`src/sfp_pkg.sv`:
```
package sfp_pkg;

    localparam int unsigned FRAME_LEN    = 15;
    localparam int unsigned PAYLOAD_LEN  = 12;
    localparam int unsigned SAMPLE_W     = 12;
    localparam int unsigned SAMPLE_COUNT = 8;

    localparam logic [7:0] HDR_FIRST     = 8'h55;
    localparam logic [7:0] HDR_SECOND    = 8'hAA;
    localparam logic [7:0] SCRAMBLE_MASK = 8'h55;

    localparam logic [3:0] POS_HDR_FIRST  = 4'd0;
    localparam logic [3:0] POS_HDR_SECOND = 4'd1;
    localparam logic [3:0] POS_PAYLOAD    = 4'd2;
    localparam logic [3:0] POS_CHECK      = 4'd14;

    typedef logic [3:0] t_pos;

    typedef struct packed {
        logic [PAYLOAD_LEN-1:0][7:0] payload;
        logic [7:0]                  check;
    } t_frame;

    // Nibble swap, then the even bits are inverted.
    function automatic logic [7:0] scramble(input logic [7:0] b);
        return {b[3:0], b[7:4]} ^ SCRAMBLE_MASK;
    endfunction

endpackage

```
`src/sfp_front.sv`:
```
module sfp_front import sfp_pkg::*; (
    input  logic                              i_clk,
    input  logic                              i_rst_n,
    input  logic                              i_valid,
    output logic                              o_ready,
    input  logic [SAMPLE_COUNT-1:0][SAMPLE_W-1:0] i_samples,
    output logic                              o_valid,
    input  logic                              i_ready,
    output t_frame                            o_frame
);

    logic   r_valid;
    t_frame r_frame;
    t_frame n_frame;
    logic [3:0][7:0] pair_sum;

    assign o_ready = !r_valid || i_ready;
    assign o_valid = r_valid;
    assign o_frame = r_frame;

    // Each pair of samples fills three bytes; the check byte is summed per pair first.
    always_comb begin
        logic [SAMPLE_W-1:0] a;
        logic [SAMPLE_W-1:0] b;
        for (int p = 0; p < 4; p++) begin
            a = i_samples[2*p];
            b = i_samples[2*p+1];
            n_frame.payload[3*p]   = a[11:4];
            n_frame.payload[3*p+1] = {a[3:0], b[11:8]};
            n_frame.payload[3*p+2] = b[7:0];
            pair_sum[p] = a[11:4] + {a[3:0], b[11:8]} + b[7:0];
        end
        n_frame.check = (pair_sum[0] + pair_sum[1]) + (pair_sum[2] + pair_sum[3]);
    end

    always_ff @(posedge i_clk) begin
        if (!i_rst_n) begin
            r_valid <= 1'b0;
        end else if (o_ready) begin
            r_valid <= i_valid;
        end
    end

    always_ff @(posedge i_clk) begin
        if (o_ready && i_valid) begin
            r_frame <= n_frame;
        end
    end

endmodule

```
`src/sfp_queue.sv`:
```
module sfp_queue import sfp_pkg::*; (
    input  logic   i_clk,
    input  logic   i_rst_n,
    input  logic   i_valid,
    output logic   o_ready,
    input  t_frame i_frame,
    output logic   o_valid,
    input  logic   i_pop,
    output t_frame o_frame
);

    localparam int unsigned DEPTH = 2;

    t_frame     r_mem [DEPTH];
    logic       r_wr_ptr;
    logic       r_rd_ptr;
    logic [1:0] r_count;
    logic       push;
    logic       pop;

    assign o_ready = (r_count != 2'(DEPTH));
    assign o_valid = (r_count != 2'd0);
    assign o_frame = r_mem[r_rd_ptr];
    assign push    = i_valid && o_ready;
    assign pop     = i_pop && o_valid;

    always_ff @(posedge i_clk) begin
        if (!i_rst_n) begin
            r_wr_ptr <= 1'b0;
            r_rd_ptr <= 1'b0;
            r_count  <= 2'd0;
        end else begin
            if (push) begin
                r_wr_ptr <= !r_wr_ptr;
            end
            if (pop) begin
                r_rd_ptr <= !r_rd_ptr;
            end
            r_count <= r_count + 2'(push) - 2'(pop);
        end
    end

    always_ff @(posedge i_clk) begin
        if (push) begin
            r_mem[r_wr_ptr] <= i_frame;
        end
    end

endmodule

```
`src/sfp_back.sv`:
```
module sfp_back import sfp_pkg::*; (
    input  logic       i_clk,
    input  logic       i_rst_n,
    input  logic       i_valid,
    input  t_frame     i_frame,
    output logic       o_pop,
    output logic       o_valid,
    input  logic       i_ready,
    output logic [7:0] o_frame_byte,
    output logic       o_last_byte
);

    logic       r_out_valid;
    logic [7:0] r_byte;
    logic       r_last;
    t_pos       r_pos;
    logic       advance;
    logic [7:0] plain;
    t_pos       payload_idx;

    assign advance     = (!r_out_valid || i_ready) && i_valid;
    assign o_pop       = advance && (r_pos == POS_CHECK);
    assign o_valid     = r_out_valid;
    assign o_frame_byte = r_byte;
    assign o_last_byte = r_last;
    assign payload_idx = r_pos - POS_PAYLOAD;

    always_comb begin
        case (r_pos)
            POS_HDR_FIRST:  plain = HDR_FIRST;
            POS_HDR_SECOND: plain = HDR_SECOND;
            POS_CHECK:      plain = i_frame.check;
            default:        plain = i_frame.payload[payload_idx];
        endcase
    end

    always_ff @(posedge i_clk) begin
        if (!i_rst_n) begin
            r_out_valid <= 1'b0;
            r_pos       <= POS_HDR_FIRST;
        end else begin
            if (!r_out_valid || i_ready) begin
                r_out_valid <= i_valid;
            end
            if (advance) begin
                r_pos <= (r_pos == POS_CHECK) ? POS_HDR_FIRST : r_pos + 4'd1;
            end
        end
    end

    always_ff @(posedge i_clk) begin
        if (advance) begin
            r_byte <= scramble(plain);
            r_last <= (r_pos == POS_CHECK);
        end
    end

endmodule

```
`src/sample_frame_packer.sv`:
```
// After a sample set is transferred, its frame passes the front register, the queue and
// the output register in turn. Throughput: one byte per cycle while not stalled, set
// by the single byte-wide output register that walks each frame from byte 0 to byte 14.
// A two-entry frame queue lets the input take further sets while a frame is sent.
// Reset is synchronous and active low; it empties all stages and drops o_valid.
module sample_frame_packer import sfp_pkg::*; (
    input  logic        i_clk,
    input  logic        i_rst_n,
    input  logic        i_valid,
    output logic        o_ready,
    input  logic [11:0] i_sample_zero,
    input  logic [11:0] i_sample_one,
    input  logic [11:0] i_sample_two,
    input  logic [11:0] i_sample_three,
    input  logic [11:0] i_sample_four,
    input  logic [11:0] i_sample_five,
    input  logic [11:0] i_sample_six,
    input  logic [11:0] i_sample_seven,
    output logic        o_valid,
    input  logic        i_ready,
    output logic [7:0]  o_frame_byte,
    output logic        o_last_byte
);

    logic [SAMPLE_COUNT-1:0][SAMPLE_W-1:0] samples;
    logic   front_valid;
    logic   queue_ready;
    t_frame front_frame;
    logic   queue_valid;
    logic   back_pop;
    t_frame queue_frame;

    assign samples = {i_sample_seven, i_sample_six, i_sample_five, i_sample_four,
                      i_sample_three, i_sample_two, i_sample_one, i_sample_zero};

    sfp_front u_front (
        .i_clk     (i_clk),
        .i_rst_n   (i_rst_n),
        .i_valid   (i_valid),
        .o_ready   (o_ready),
        .i_samples (samples),
        .o_valid   (front_valid),
        .i_ready   (queue_ready),
        .o_frame   (front_frame)
    );

    sfp_queue u_queue (
        .i_clk   (i_clk),
        .i_rst_n (i_rst_n),
        .i_valid (front_valid),
        .o_ready (queue_ready),
        .i_frame (front_frame),
        .o_valid (queue_valid),
        .i_pop   (back_pop),
        .o_frame (queue_frame)
    );

    sfp_back u_back (
        .i_clk        (i_clk),
        .i_rst_n      (i_rst_n),
        .i_valid      (queue_valid),
        .i_frame      (queue_frame),
        .o_pop        (back_pop),
        .o_valid      (o_valid),
        .i_ready      (i_ready),
        .o_frame_byte (o_frame_byte),
        .o_last_byte  (o_last_byte)
    );

endmodule

```
`config.mk`:
```
export PLATFORM = sky130hd
export DESIGN_NAME = sample_frame_packer
export DESIGN_NICKNAME = d
export VERILOG_FILES = /design/src/sfp_pkg.sv /design/src/sfp_front.sv /design/src/sfp_queue.sv /design/src/sfp_back.sv /design/src/sample_frame_packer.sv
export SDC_FILE = /design/constraint.sdc
export NUM_CORES = 1
export LEC_CHECK = 0
export CORE_MARGIN = 2
export CORE_UTILIZATION = 45
export DETAILED_ROUTE_END_ITERATION = 6
export DONT_BUFFER_PORTS = 1
export PLACE_DENSITY = 0.71
export SKIP_LAST_GASP = 1
export SYNTH_ARGS = -nofsm -noshare
export SYNTH_HDL_FRONTEND = slang
export SYNTH_SLANG_ARGS = --single-unit
```
`constraint.sdc`:
```
create_clock -name i_clk -period 6.5 [get_ports i_clk]
set_input_delay 0.325 -clock i_clk [delete_from_list [all_inputs] [get_ports i_clk]]
set_output_delay 0.325 -clock i_clk [all_outputs]
set_load 0.005 [all_outputs]
```
==> qor.yml, run 1 <==
global_route:
  gr-usage-all-layers_pct: 18.3
  grt_use_met2_pct: 29.5
  grt_pass1_wl_um: 44500
  grtUsageMet3_pct: 3.29
  grt_pass1_vias: 7547
  antenna_found_initial: 0
  grt_max_degree: 72
  top_usage_layer: "met2"
  gr-total-overflow: 0
  use_met1_pct: 25.6
yosys:
  avgSynthCellArea_um2: 18.5
  synthTopCellsByArea: "edfxtp_1 (68%), fa_1 (8.9%), mux4_2 (3.8%)"
  synth_fp_nets: 942
  synth_edf_count: 321
  synth_ff_type: "edfxtp_1"
  synth_top_cell_by_area: "edfxtp_1"
  yosys_warnings: 0
  syn_inst: 765
  ys_seq_elements: 332
  synth_cell_types: 62
  yosysSeqAreaShare_pct: 69.8
  netlist_area_mm2: 0.0141
  async_flop_share_pct: 0
  synth_top_area_share_pct: 68.2
placement:
  port_buffers: 0
  gp_congestion: 0.759
  dp.cells: 1145
  hpwl_um: 18800
drt:
  totalWireLength_um: 29200
  avgViaCountPerCell: 5.35
  drtIter0Drc: 513
  vias: 6989
  first_pass_iters: 4
  ant_nets: 0
  remaining_drc_errors: 0
  wl_per_cell_um: 22.4
power_and_ir_drop:
  combPwrFrac_pct: 23.3
  internal-power_uw: 4330
  seq_power_share_pct: 44.8
  leakage_uw: 0.00579
  swShare_pct: 26.3
  p_per_area_mw_per_mm2: 354
  worst_ir_drop_vdd_uv: 216
  pwr-share-clk_pct: 31.9
  switching_power_uw: 1550
timing:
  final_hold_viol_count: 0
  finalSetupViolations: 0
  slew_viol_final: 0
  final.setup.tns_ps: 0
  clock.fmax_mhz: 253
  worst_pin_slew_ps: 983
  rsz0062_at_grt: "no"
  min_period_ps: 3960
  finalClockSkew_ps: 24.2
  maxSlewHeadroom_pct: 34.5
  period_share_pct: 60.9
cells_and_area:
  antennaDiodeCount: 0
  nets: 1061
  fillers: 2439
  final_common_cell: "edfxtp_1"
  syn2layout_area_growth_pct: 17.6
  drive_above_1_share_pct: 13.8
  final_cell_mix: "edfxtp_1 (321), dlygate4sd3_1 (97), inv_1 (95)"
  final_cells: 1306
die:
  start_util_pct: 45.9
  die_height_um: 181
  rows: 64
  fp.dieW_um: 181
  die_area_mm2: 0.0328
  core_area_mm2: 0.0307
  io_pins: 111
cts:
  htreeDepth: 2
  ctsHoldBuffers: 97
  cts-root-buf: "clkbuf_16"
  post-cts-setup-buffers: 0
  clkLatencyLatePin_ps: 520
  cts-resized-gates: 0
  clock_sinks: 332
  cts_tree: "done"
  cts_buffers: 36
  path_clk_slew_ps: 60
  cts_max_path_buffers: 3
status:
  status: "complete, no violations"
setup_path:
  critPathArrivalTime_ps: 4220
  critPathLaunchType: "input port"
  path_class: "in2reg"
  path_cells: "inv_1 > fa_1 > inv_1 > fa_1 > fa_1 > fa_1 > inv_1 > fa_1 > inv_1 > ha_1 > a21o_1 > a21oi_1 > o21ai_0 > xnor3_1"
  cp.required_ps: 6760
  critPathMaxFanout: 2
  crit_start: "i_sample_two[7]"
  crit_path_frequent_cell: "fa_1"
  cp-end-kind: "flip-flop"
  rr_startpoint: "u_back.r_pos[1]"
  critical-path-slowest-cell: "fa_1"
  crit_path_max_incr_delay_ps: 580
flow_run:
  drv_cap: 0
hold_path:
  hp-class: "in2reg"
  worstHoldStart: "i_valid"
[metrics by stage]
step                total power, µW  utilization, %  cell area (µm²)  hold WS (ps)  worst slack, ps
finish                         5880            54.0            16600          44.0             2540
global route                   6220            54.0            16600          70.2             2380
global placement               3980            47.3            14600           423             2020
CTS                            5930            54.0            16600          28.2             2530
floorplan                      3720               -            14100           421             1020
detailed placement             4020            47.3            14600           424             1990
[synthesized netlist by cell type (2+ instances only)]
| library cell | count |
|---|---|
| a32oi_1 | 3 |
| a221o_1 | 8 |
| or2_1 | 2 |
| o221ai_1 | 4 |
| edfxtp_1 | 321 |
| dfxtp_1 | 11 |
| nand2_1 | 15 |
| o311ai_1 | 3 |
| o21ai_0 | 6 |
| a41oi_1 | 3 |
| a211oi_1 | 5 |
| clkbuf_1 | 7 |
| nor3_1 | 2 |
| a21oi_1 | 8 |
| xnor2_1 | 24 |
| fa_1 | 63 |
| mux4_2 | 24 |
| inv_2 | 2 |
| mux2i_1 | 32 |
| a221oi_2 | 3 |
| nor2b_1 | 3 |
| a21boi_1 | 2 |
| mux2_4 | 3 |
| inv_1 | 95 |
| buf_6 | 6 |
| xor2_1 | 3 |
| o21ai_1 | 4 |
| a22oi_1 | 3 |
| a21o_1 | 2 |
| o32a_1 | 4 |
| a32o_1 | 3 |
| nor2_1 | 7 |
| mux2_2 | 17 |
| and2_1 | 10 |
| a221oi_1 | 4 |
| buf_2 | 12 |
| a222oi_1 | 3 |
| ha_1 | 14 |
[metal layers]
metal | wire length, µm | up-vias
met4 | 666 | 0
met1 | 12800 | 3602
met3 | 1710 | 44
li1 | - | 3103
met2 | 14100 | 240
met5 | 0 | -
[final timing paths]
path | endpoint | slack, ps | cells after the start
setup / recovery | u_front.o_frame[7] | 2540 | 14
hold / removal | u_front.o_valid | 40 | 2
setup reg to reg | u_back.o_frame_byte[6] | 3370 | 7
hold reg to reg | u_queue.r_mem[0][87] | 440 | 0
[cell families (layout without fill, tap and decap cells)]
logic type | Yosys count | after routing | synth area share (%)
compound gates | 77 | 77 | 4.43
xor+xnor | 29 | 29 | 2.03
fa+ha+maj | 77 | 77 | 10.2
buf+inv | 124 | 269 | 3.83
flops | 332 | 332 | 69.8
mux | 76 | 76 | 7.77
simple gates | 50 | 50 | 1.98
[registers in the layout, indices dropped and copies added (netlist names), named ones only]
| signal | count |
|---|---|
| u_queue.r_wr_ptr | 1 |
| u_back.o_frame_byte | 8 |
| u_queue.r_mem | 208 |
| u_front.o_frame | 104 |
| u_back.r_pos | 4 |
| u_queue.r_rd_ptr | 1 |
| u_front.o_valid | 1 |
| u_back.o_last_byte | 1 |
| u_queue.r_count | 2 |
| u_back.o_valid | 1 |
[cell type report]
class | instances | area, µm² | area share, %
repair buffers | 108 | 1050 | 6.34
flip-flops and latches | 332 | 9860 | 59.4
multi-input cells | 309 | 3750 | 22.6
clock inverters | 24 | 166 | 1.00
inverters | 97 | 364 | 2.19
well taps | 396 | 495 | 2.98
clock buffers | 40 | 916 | 5.51
[worst max-delay path: cells and delay by family]
kind                     cells  cell delay, ps
adder cells (fa/ha/maj)      6            2830
XOR/XNOR                     1             370
AO/OA/AOI/OAI                3             510
buffers and inverters        4             180
[power groups by stage]
stage | logic, µW | registers [µW] | clock network [µW]
floorplan | 1050 | 2660 | 0
finish | 1370 | 2630 | 1870
global route | 1580 | 2650 | 1990
CTS | 1400 | 2630 | 1900
global placement | 1310 | 2670 | 0
detailed placement | 1340 | 2680 | 0
No activity file was read; power rests on OpenSTA's default activity.
==> run 2: changes to the inputs <==
--- a/config.mk
+++ b/config.mk
@@ -9,7 +9,7 @@
 export CORE_UTILIZATION = 45
 export DETAILED_ROUTE_END_ITERATION = 6
 export DONT_BUFFER_PORTS = 1
-export PLACE_DENSITY = 0.71
+export PLACE_DENSITY = 0.69
 export SKIP_LAST_GASP = 1
 export SYNTH_ARGS = -nofsm -noshare
 export SYNTH_HDL_FRONTEND = slang
==> constraint.sdc (replaced) <==
create_clock -name i_clk -period 4.1 [get_ports i_clk]
set_input_delay 0.205 -clock i_clk [delete_from_list [all_inputs] [get_ports i_clk]]
set_output_delay 0.205 -clock i_clk [all_outputs]
set_load 0.005 [all_outputs]
==> qor.yml, run 2 (synthesized netlist as in run 1, its figures left out) <==
setup_path:
  path_class: "in2reg"
  rr_startpoint: "u_back.r_pos[1]"
  r2r_end: "u_back.o_frame_byte[6]"
  crit_path_max_incr_delay_ps: 550  # -30 ps
  critPathArrivalTime_ps: 4000  # -220 ps
  crit_path_frequent_cell: "fa_1"
  rrSetupSlack_ps: 1130  # -2240 ps
  worst_r2r_path_depth: 7  # unchanged
  cp.required_ps: 4350  # -2410 ps
  path_cells: "inv_1 > fa_1 > inv_1 > fa_1 > fa_1 > fa_1 > inv_1 > fa_1 > inv_1 > ha_1 > a21o_1 > a21oi_2 > o21ai_0 > xnor3_1"
  critPathMaxFanout: 2  # unchanged
  critPathLaunchType: "input port"
  critical-path-slowest-cell: "fa_1"
  cp-end-kind: "flip-flop"
cts:
  clkLatencyLatePin_ps: 510  # about the same
  cts_buffers: 34  # -5.6%
  post-cts-setup-buffers: 0  # unchanged
  path_clk_slew_ps: 60  # about the same
  ctsHoldBuffers: 98  # +1.0%
  htreeDepth: 2  # unchanged
  cts-root-buf: "clkbuf_16"
  cts-resized-gates: 0  # unchanged
  clock_sinks: 332  # unchanged
  cts_tree: "done"
  cts_max_path_buffers: 3  # unchanged
cells_and_area:
  antennaDiodeCount: 0  # unchanged
  top_register: "u_queue.r_mem"
  syn2layout_area_growth_pct: 18.9
  fillers: 2478  # +1.6%
  seq_area_mm2: 0.00986  # unchanged
  multiInputGateArea_mm2: 0.00376  # about the same
  largest_reg_flops: 208  # unchanged
  drive_above_1_share_pct: 15.0  # +1.2 points
  final_cells: 1316  # +0.77%
  fin_util_pct: 54.6  # +0.60 points
  final_common_cell: "edfxtp_1"
  nets: 1072  # +1.0%
  final_cell_mix: "edfxtp_1 (321), dlygate4sd3_1 (98), inv_1 (95)"
hold_path:
  worstHoldStart: "i_ready"
  min_to: "u_back.o_valid"
  hp-class: "in2reg"
  hold_path_depth: 2  # unchanged
placement:
  port_buffers: 0  # unchanged
  dp.cells: 1157  # +1.0%
  hpwl_um: 19200  # +2.4%
  gp_congestion: 0.748  # -1.5%
drt:
  first_pass_iters: 5  # +1
  ant_nets: 0  # unchanged
  drtIter0Drc: 580  # +13%
  vias: 7001  # +0.17%
  avgViaCountPerCell: 5.32  # -0.59%
  wl_per_cell_um: 22.3  # -0.26%
  totalWireLength_um: 29400  # +0.50%
  remaining_drc_errors: 0  # unchanged
global_route:
  grt_pass1_wl_um: 45500  # +2.3%
  grt_max_degree: 76  # +5.6%
  grt_pass1_vias: 7618  # +0.94%
  gr-total-overflow: 0  # unchanged
  antenna_found_initial: 0  # unchanged
  gr-usage-all-layers_pct: 18.6  # +0.31 points
timing:
  finalClockSkew_ps: 13.2  # -11.1 ps
  rsz0062_at_grt: "no"
  period_share_pct: 91.5
  final_hold_viol_count: 0  # unchanged
  maxSlewHeadroom_pct: 27.8  # -6.7 points
  clock.fmax_mhz: 266
  finalSetupViolations: 0  # unchanged
  worst_pin_slew_ps: 1080  # +100 ps
  min_period_ps: 3750
  slew_viol_final: 0  # unchanged
die:
  die_area_mm2: 0.0328  # unchanged
  start_util_pct: 45.9  # unchanged
  core_area_mm2: 0.0307  # unchanged
  fp.dieW_um: 181  # unchanged
  die_height_um: 181  # unchanged
  io_pins: 111  # unchanged
  rows: 64  # unchanged
power_and_ir_drop:
  p_per_area_mw_per_mm2: 586  # +66%
  worst_ir_drop_vdd_uv: 443  # +110%
  leakage_uw: 0.00589  # +1.8%
flow_run:
  drv_cap: 0  # unchanged
status:
  status: "complete, no violations"
run 2: cell types whose count changed in the layout (fill, tap and decap cells not counted), moves of 2 or more:
cell / before / now
buf_12: 0 / 2
buf_4: 11 / 21
bufinv_16: 1 / 4
clkbuf_1: 4 / 2
clkinvlp_4: 2 / 0
inv_6: 2 / 0
run 2: metal layers:
layer,share of wire [%],routed length [µm],vias to the layer above,GRT usage [%]
li1,-,-,3120,-
met4,1.4,415,0,4.03
met3,6.3,1850,35,3.59
met1,43,12600,3622,25.6
met5,0,0,-,0
met2,49,14500,224,31.0
run 2: report_power, final:
group	internal [µW]	switching (µW)	total [µW]
registers	4090	92.6	4190
clock network	1880	1230	3110
logic	1370	1180	2550
total	7340	2500	9850
run 2: worst max path at each step:
| stage | start | endpoint | slack, ps | cells past startpoint |
|---|---|---|---|---|
| 2_1_floorplan | i_sample_two[7] | u_front.o_frame[7] | 10 | 14 |
| 3_3_place_gp | i_sample_four[6] | u_front.o_frame[7] | -190 | 14 |
| 3_5_place_dp | i_sample_two[7] | u_front.o_frame[7] | -200 | 14 |
| 4_1_cts | i_sample_two[7] | u_front.o_frame[7] | 330 | 14 |
| 5_1_grt | i_sample_two[7] | u_front.o_frame[7] | 200 | 14 |
| 6_report | i_sample_two[7] | u_front.o_frame[7] | 350 | 14 |
run 2: per-stage QoR:
stage	setup TNS, ps	hold slack (ps)	worst slack, ps	power [µW]	area [µm²]
finish	0	29.2	347	9850	16800
global route	0	29.6	196	10400	16800
CTS	0	11.6	331	9940	16800
detailed placement	-328	304	-203	6730	14700
global placement	-269	304	-186	6640	14700
floorplan	0	304	10.3	5910	14100
run 2: worst max-delay path, delay by kind of cell:
kind	cells	cell delay [ps]
compound gates	3	380
xor+xnor	1	420
buf+inv	4	190
fa+ha+maj	6	2790
run 2: area by class of cell:
type	instances	share of cell area, %
repair buffers	121	7.02
inverters	97	2.17
well taps	396	2.95
flip-flops and latches	332	58.7
multi-input cells	309	22.4
clock buffers	39	5.56
clock inverters	22	1.21
==> run 3: changes to the inputs <==
--- a/config.mk
+++ b/config.mk
@@ -5,11 +5,12 @@
 export SDC_FILE = /design/constraint.sdc
 export NUM_CORES = 1
 export LEC_CHECK = 0
-export CORE_MARGIN = 2
+export BUFFER_PORTS_ARGS = -buffer_cell sky130_fd_sc_hd__buf_2
+export CORE_MARGIN = 1.5
 export CORE_UTILIZATION = 45
 export DETAILED_ROUTE_END_ITERATION = 6
-export DONT_BUFFER_PORTS = 1
-export PLACE_DENSITY = 0.69
+export PLACE_DENSITY = 0.72
+export REMOVE_ABC_BUFFERS = 1
 export SKIP_LAST_GASP = 1
 export SYNTH_ARGS = -nofsm -noshare
 export SYNTH_HDL_FRONTEND = slang
==> qor.yml, run 3 (synthesized netlist as in run 1, its figures left out) <==
setup_path:
  crit_buf_inv: 4  # unchanged
  cp-end-kind: "flip-flop"
  crit_start: "i_sample_one[6]"
  cp.required_ps: 4350  # about the same
  critical-path-slowest-cell: "dlygate4sd3_1"
  critPathArrivalTime_ps: 4230  # +230 ps
  crit_path_max_incr_delay_ps: 520  # -30 ps
  path_cells: "dlygate4sd3_1 > buf_2 > fa_1 > fa_1 > inv_1 > fa_1 > fa_1 > fa_1 > xnor2_1 > xnor2_1 > xnor2_1 > buf_4 > xnor2_4 > xnor3_1"
  crit_path_frequent_cell: "fa_1"
  cp_top_family: "adder cells"
  rr_startpoint: "u_back.r_pos[0]"
  path_class: "in2reg"
  critPathLaunchType: "input port"
  critPathMaxFanout: 2  # unchanged
cts:
  post-cts-setup-buffers: 0  # unchanged
  cts_buffers: 34  # unchanged
  cts-root-buf: "clkbuf_16"
  path_clk_slew_ps: 60  # about the same
  clock_sinks: 332  # unchanged
  cts_max_path_buffers: 3  # unchanged
  cts_tree: "done"
  htreeDepth: 2  # unchanged
  clkLatencyLatePin_ps: 510  # about the same
status:
  status: "finished, violations left"
  violations: "design-rule violations"
die:
  die_height_um: 180  # -0.55%
  start_util_pct: 45.9  # unchanged
  die_area_mm2: 0.0325  # -1.1%
  io_pins: 111  # unchanged
  fp.dieW_um: 180  # -0.55%
  rows: 64  # unchanged
  core_area_mm2: 0.0307  # unchanged
timing:
  final_hold_viol_count: 0  # unchanged
  min_period_ps: 3980  # +228 ps
  maxSlewHeadroom_pct: 38.1  # +10 points
  finalClockSkew_ps: 14.2  # +1.04 ps
  clock.fmax_mhz: 251  # -5.7%
  slew_viol_final: 0  # unchanged
  worst_pin_slew_ps: 922  # -160 ps
  finalSetupViolations: 0  # unchanged
  period_share_pct: 97.1  # +5.6 points
  setup_slack_ps: 119  # -228 ps
  final.setup.tns_ps: 0  # unchanged
drt:
  vias: 7510  # +7.3%
  ant_nets: 0  # unchanged
  avgViaCountPerCell: 5.15  # -3.2%
  first_pass_iters: 7  # +2
  wl_per_cell_um: 20.0  # -11%
  drtIter0Drc: 609  # +5.0%
  remaining_drc_errors: 7  # +7
  totalWireLength_um: 29100  # -0.91%
global_route:
  antenna_found_initial: 0  # unchanged
  grt_pass1_wl_um: 45100  # -0.80%
  gr-total-overflow: 0  # unchanged
  grt_max_degree: 82  # +7.9%
  grt_pass1_vias: 8007  # +5.1%
  gr-usage-all-layers_pct: 18.4  # -0.15 points
power_and_ir_drop:
  worst_ir_drop_vdd_uv: 483  # +9.2%
  fin_total_pwr_uw: 9820  # -0.25%
  seq_power_share_pct: 42.6  # about the same
  p_per_area_mw_per_mm2: 559  # -4.6%
  leakage_uw: 0.00645  # +9.5%
  combPwrFrac_pct: 27.4  # +1.5 points
  pwr-share-clk_pct: 30.0  # -1.6 points
  switching_power_uw: 2590  # +3.5%
  swShare_pct: 26.4  # +0.94 points
  internal-power_uw: 7230  # -1.5%
cells_and_area:
  top_register: "u_queue.r_mem"
  drive_above_1_share_pct: 27.4  # +12 points
  nets: 1217  # +14%
  fin_util_pct: 57.1  # +2.5 points
  antennaDiodeCount: 0  # unchanged
  syn2layout_area_growth_pct: 24.3
  largest_reg_flops: 208  # unchanged
  final_common_cell: "edfxtp_1"
  final_cell_mix: "edfxtp_1 (321), buf_2 (110), dlygate4sd3_1 (96)"
hold_path:
  hp-class: "in2reg"
  worstHoldStart: "i_valid"
placement:
  post-place-ws_ps: -351  # -147 ps
  gp_congestion: 0.736  # -1.5%
  port_buffers: 110  # +110
  hpwl_um: 19100  # -0.42%
flow_run:
  drv_cap: 0  # unchanged
## run 3: cell count changes in the layout (fill, tap and decap cells not counted), moves of 2 or more
cell           previous run  this run
bufinv_16                 4         2
dlygate4sd3_1            98        96
clkinv_2                  9         7
fa_1                     63        59
buf_4                    21        58
clkinvlp_4                0         3
fa_2                      0         4
buf_2                     0       110
clkbuf_16                37        35
## run 3: routing by layer
| layer | up-vias | track usage, % | share of wire, % |
|---|---|---|---|
| li1 | 3423 | - | - |
| met1 | 3777 | 23.0 | 40 |
| met4 | 0 | 5.85 | 2.5 |
| met5 | - | 0 | 0 |
| met2 | 261 | 32.3 | 51 |
| met3 | 49 | 3.88 | 6.1 |
## run 3: layout make-up
type	count	area, µm²
Clock buffer	37	893
Inverter	97	364
Fill cell	2379	13200
Clock inverter	22	170
Multi-Input combinational cell	309	3780
Tap cell	396	495
Sequential cell	332	9860
Timing Repair Buffer	266	1990
## run 3: final timing paths
kind,depth (start not counted),to,slack [ps]
worst min register to register,0,u_queue.r_mem[0][18],440
worst max-delay path,14,u_front.o_frame[7],120
worst max register to register,6,u_back.o_frame_byte[5],1310
worst min-delay path,3,u_front.o_valid,10
## run 3: tightest hold or removal path: stages
cell and delay (ps):
buf_2 80, inv_1 60, a21boi_0 140
## run 3: metrics by stage
stage | std cells | hold WS, ps | cell area [µm²]
6_report | 1459 | 11.8 | 17600
3_5_place_dp | 1304 | 403 | 15500
5_1_grt | 1459 | 26.2 | 17600
4_1_cts | 1459 | 3.01 | 17500
3_3_place_gp | 1304 | 400 | 15500
2_1_floorplan | 738 | 304 | 13900
## run 3: what timing repair did
item | in CTS | in global routing
gates resized for setup | 0 | 8
endpoints found under the hold margin | 96 | 0
hold buffers | 96 | 0
setup endpoints to repair | 0 | 3
## run 3: power groups by stage
| stage | Sequential, µW | Combinational (µW) | Clock, µW |
|---|---|---|---|
| 5_1_grt | 4210 | 3060 | 3120 |
| 4_1_cts | 4190 | 2640 | 3000 |
| 6_report | 4190 | 2690 | 2940 |
| 3_5_place_dp | 4260 | 2550 | 0 |
| 3_3_place_gp | 4250 | 2490 | 0 |
| 2_1_floorplan | 4250 | 1630 | 0 |
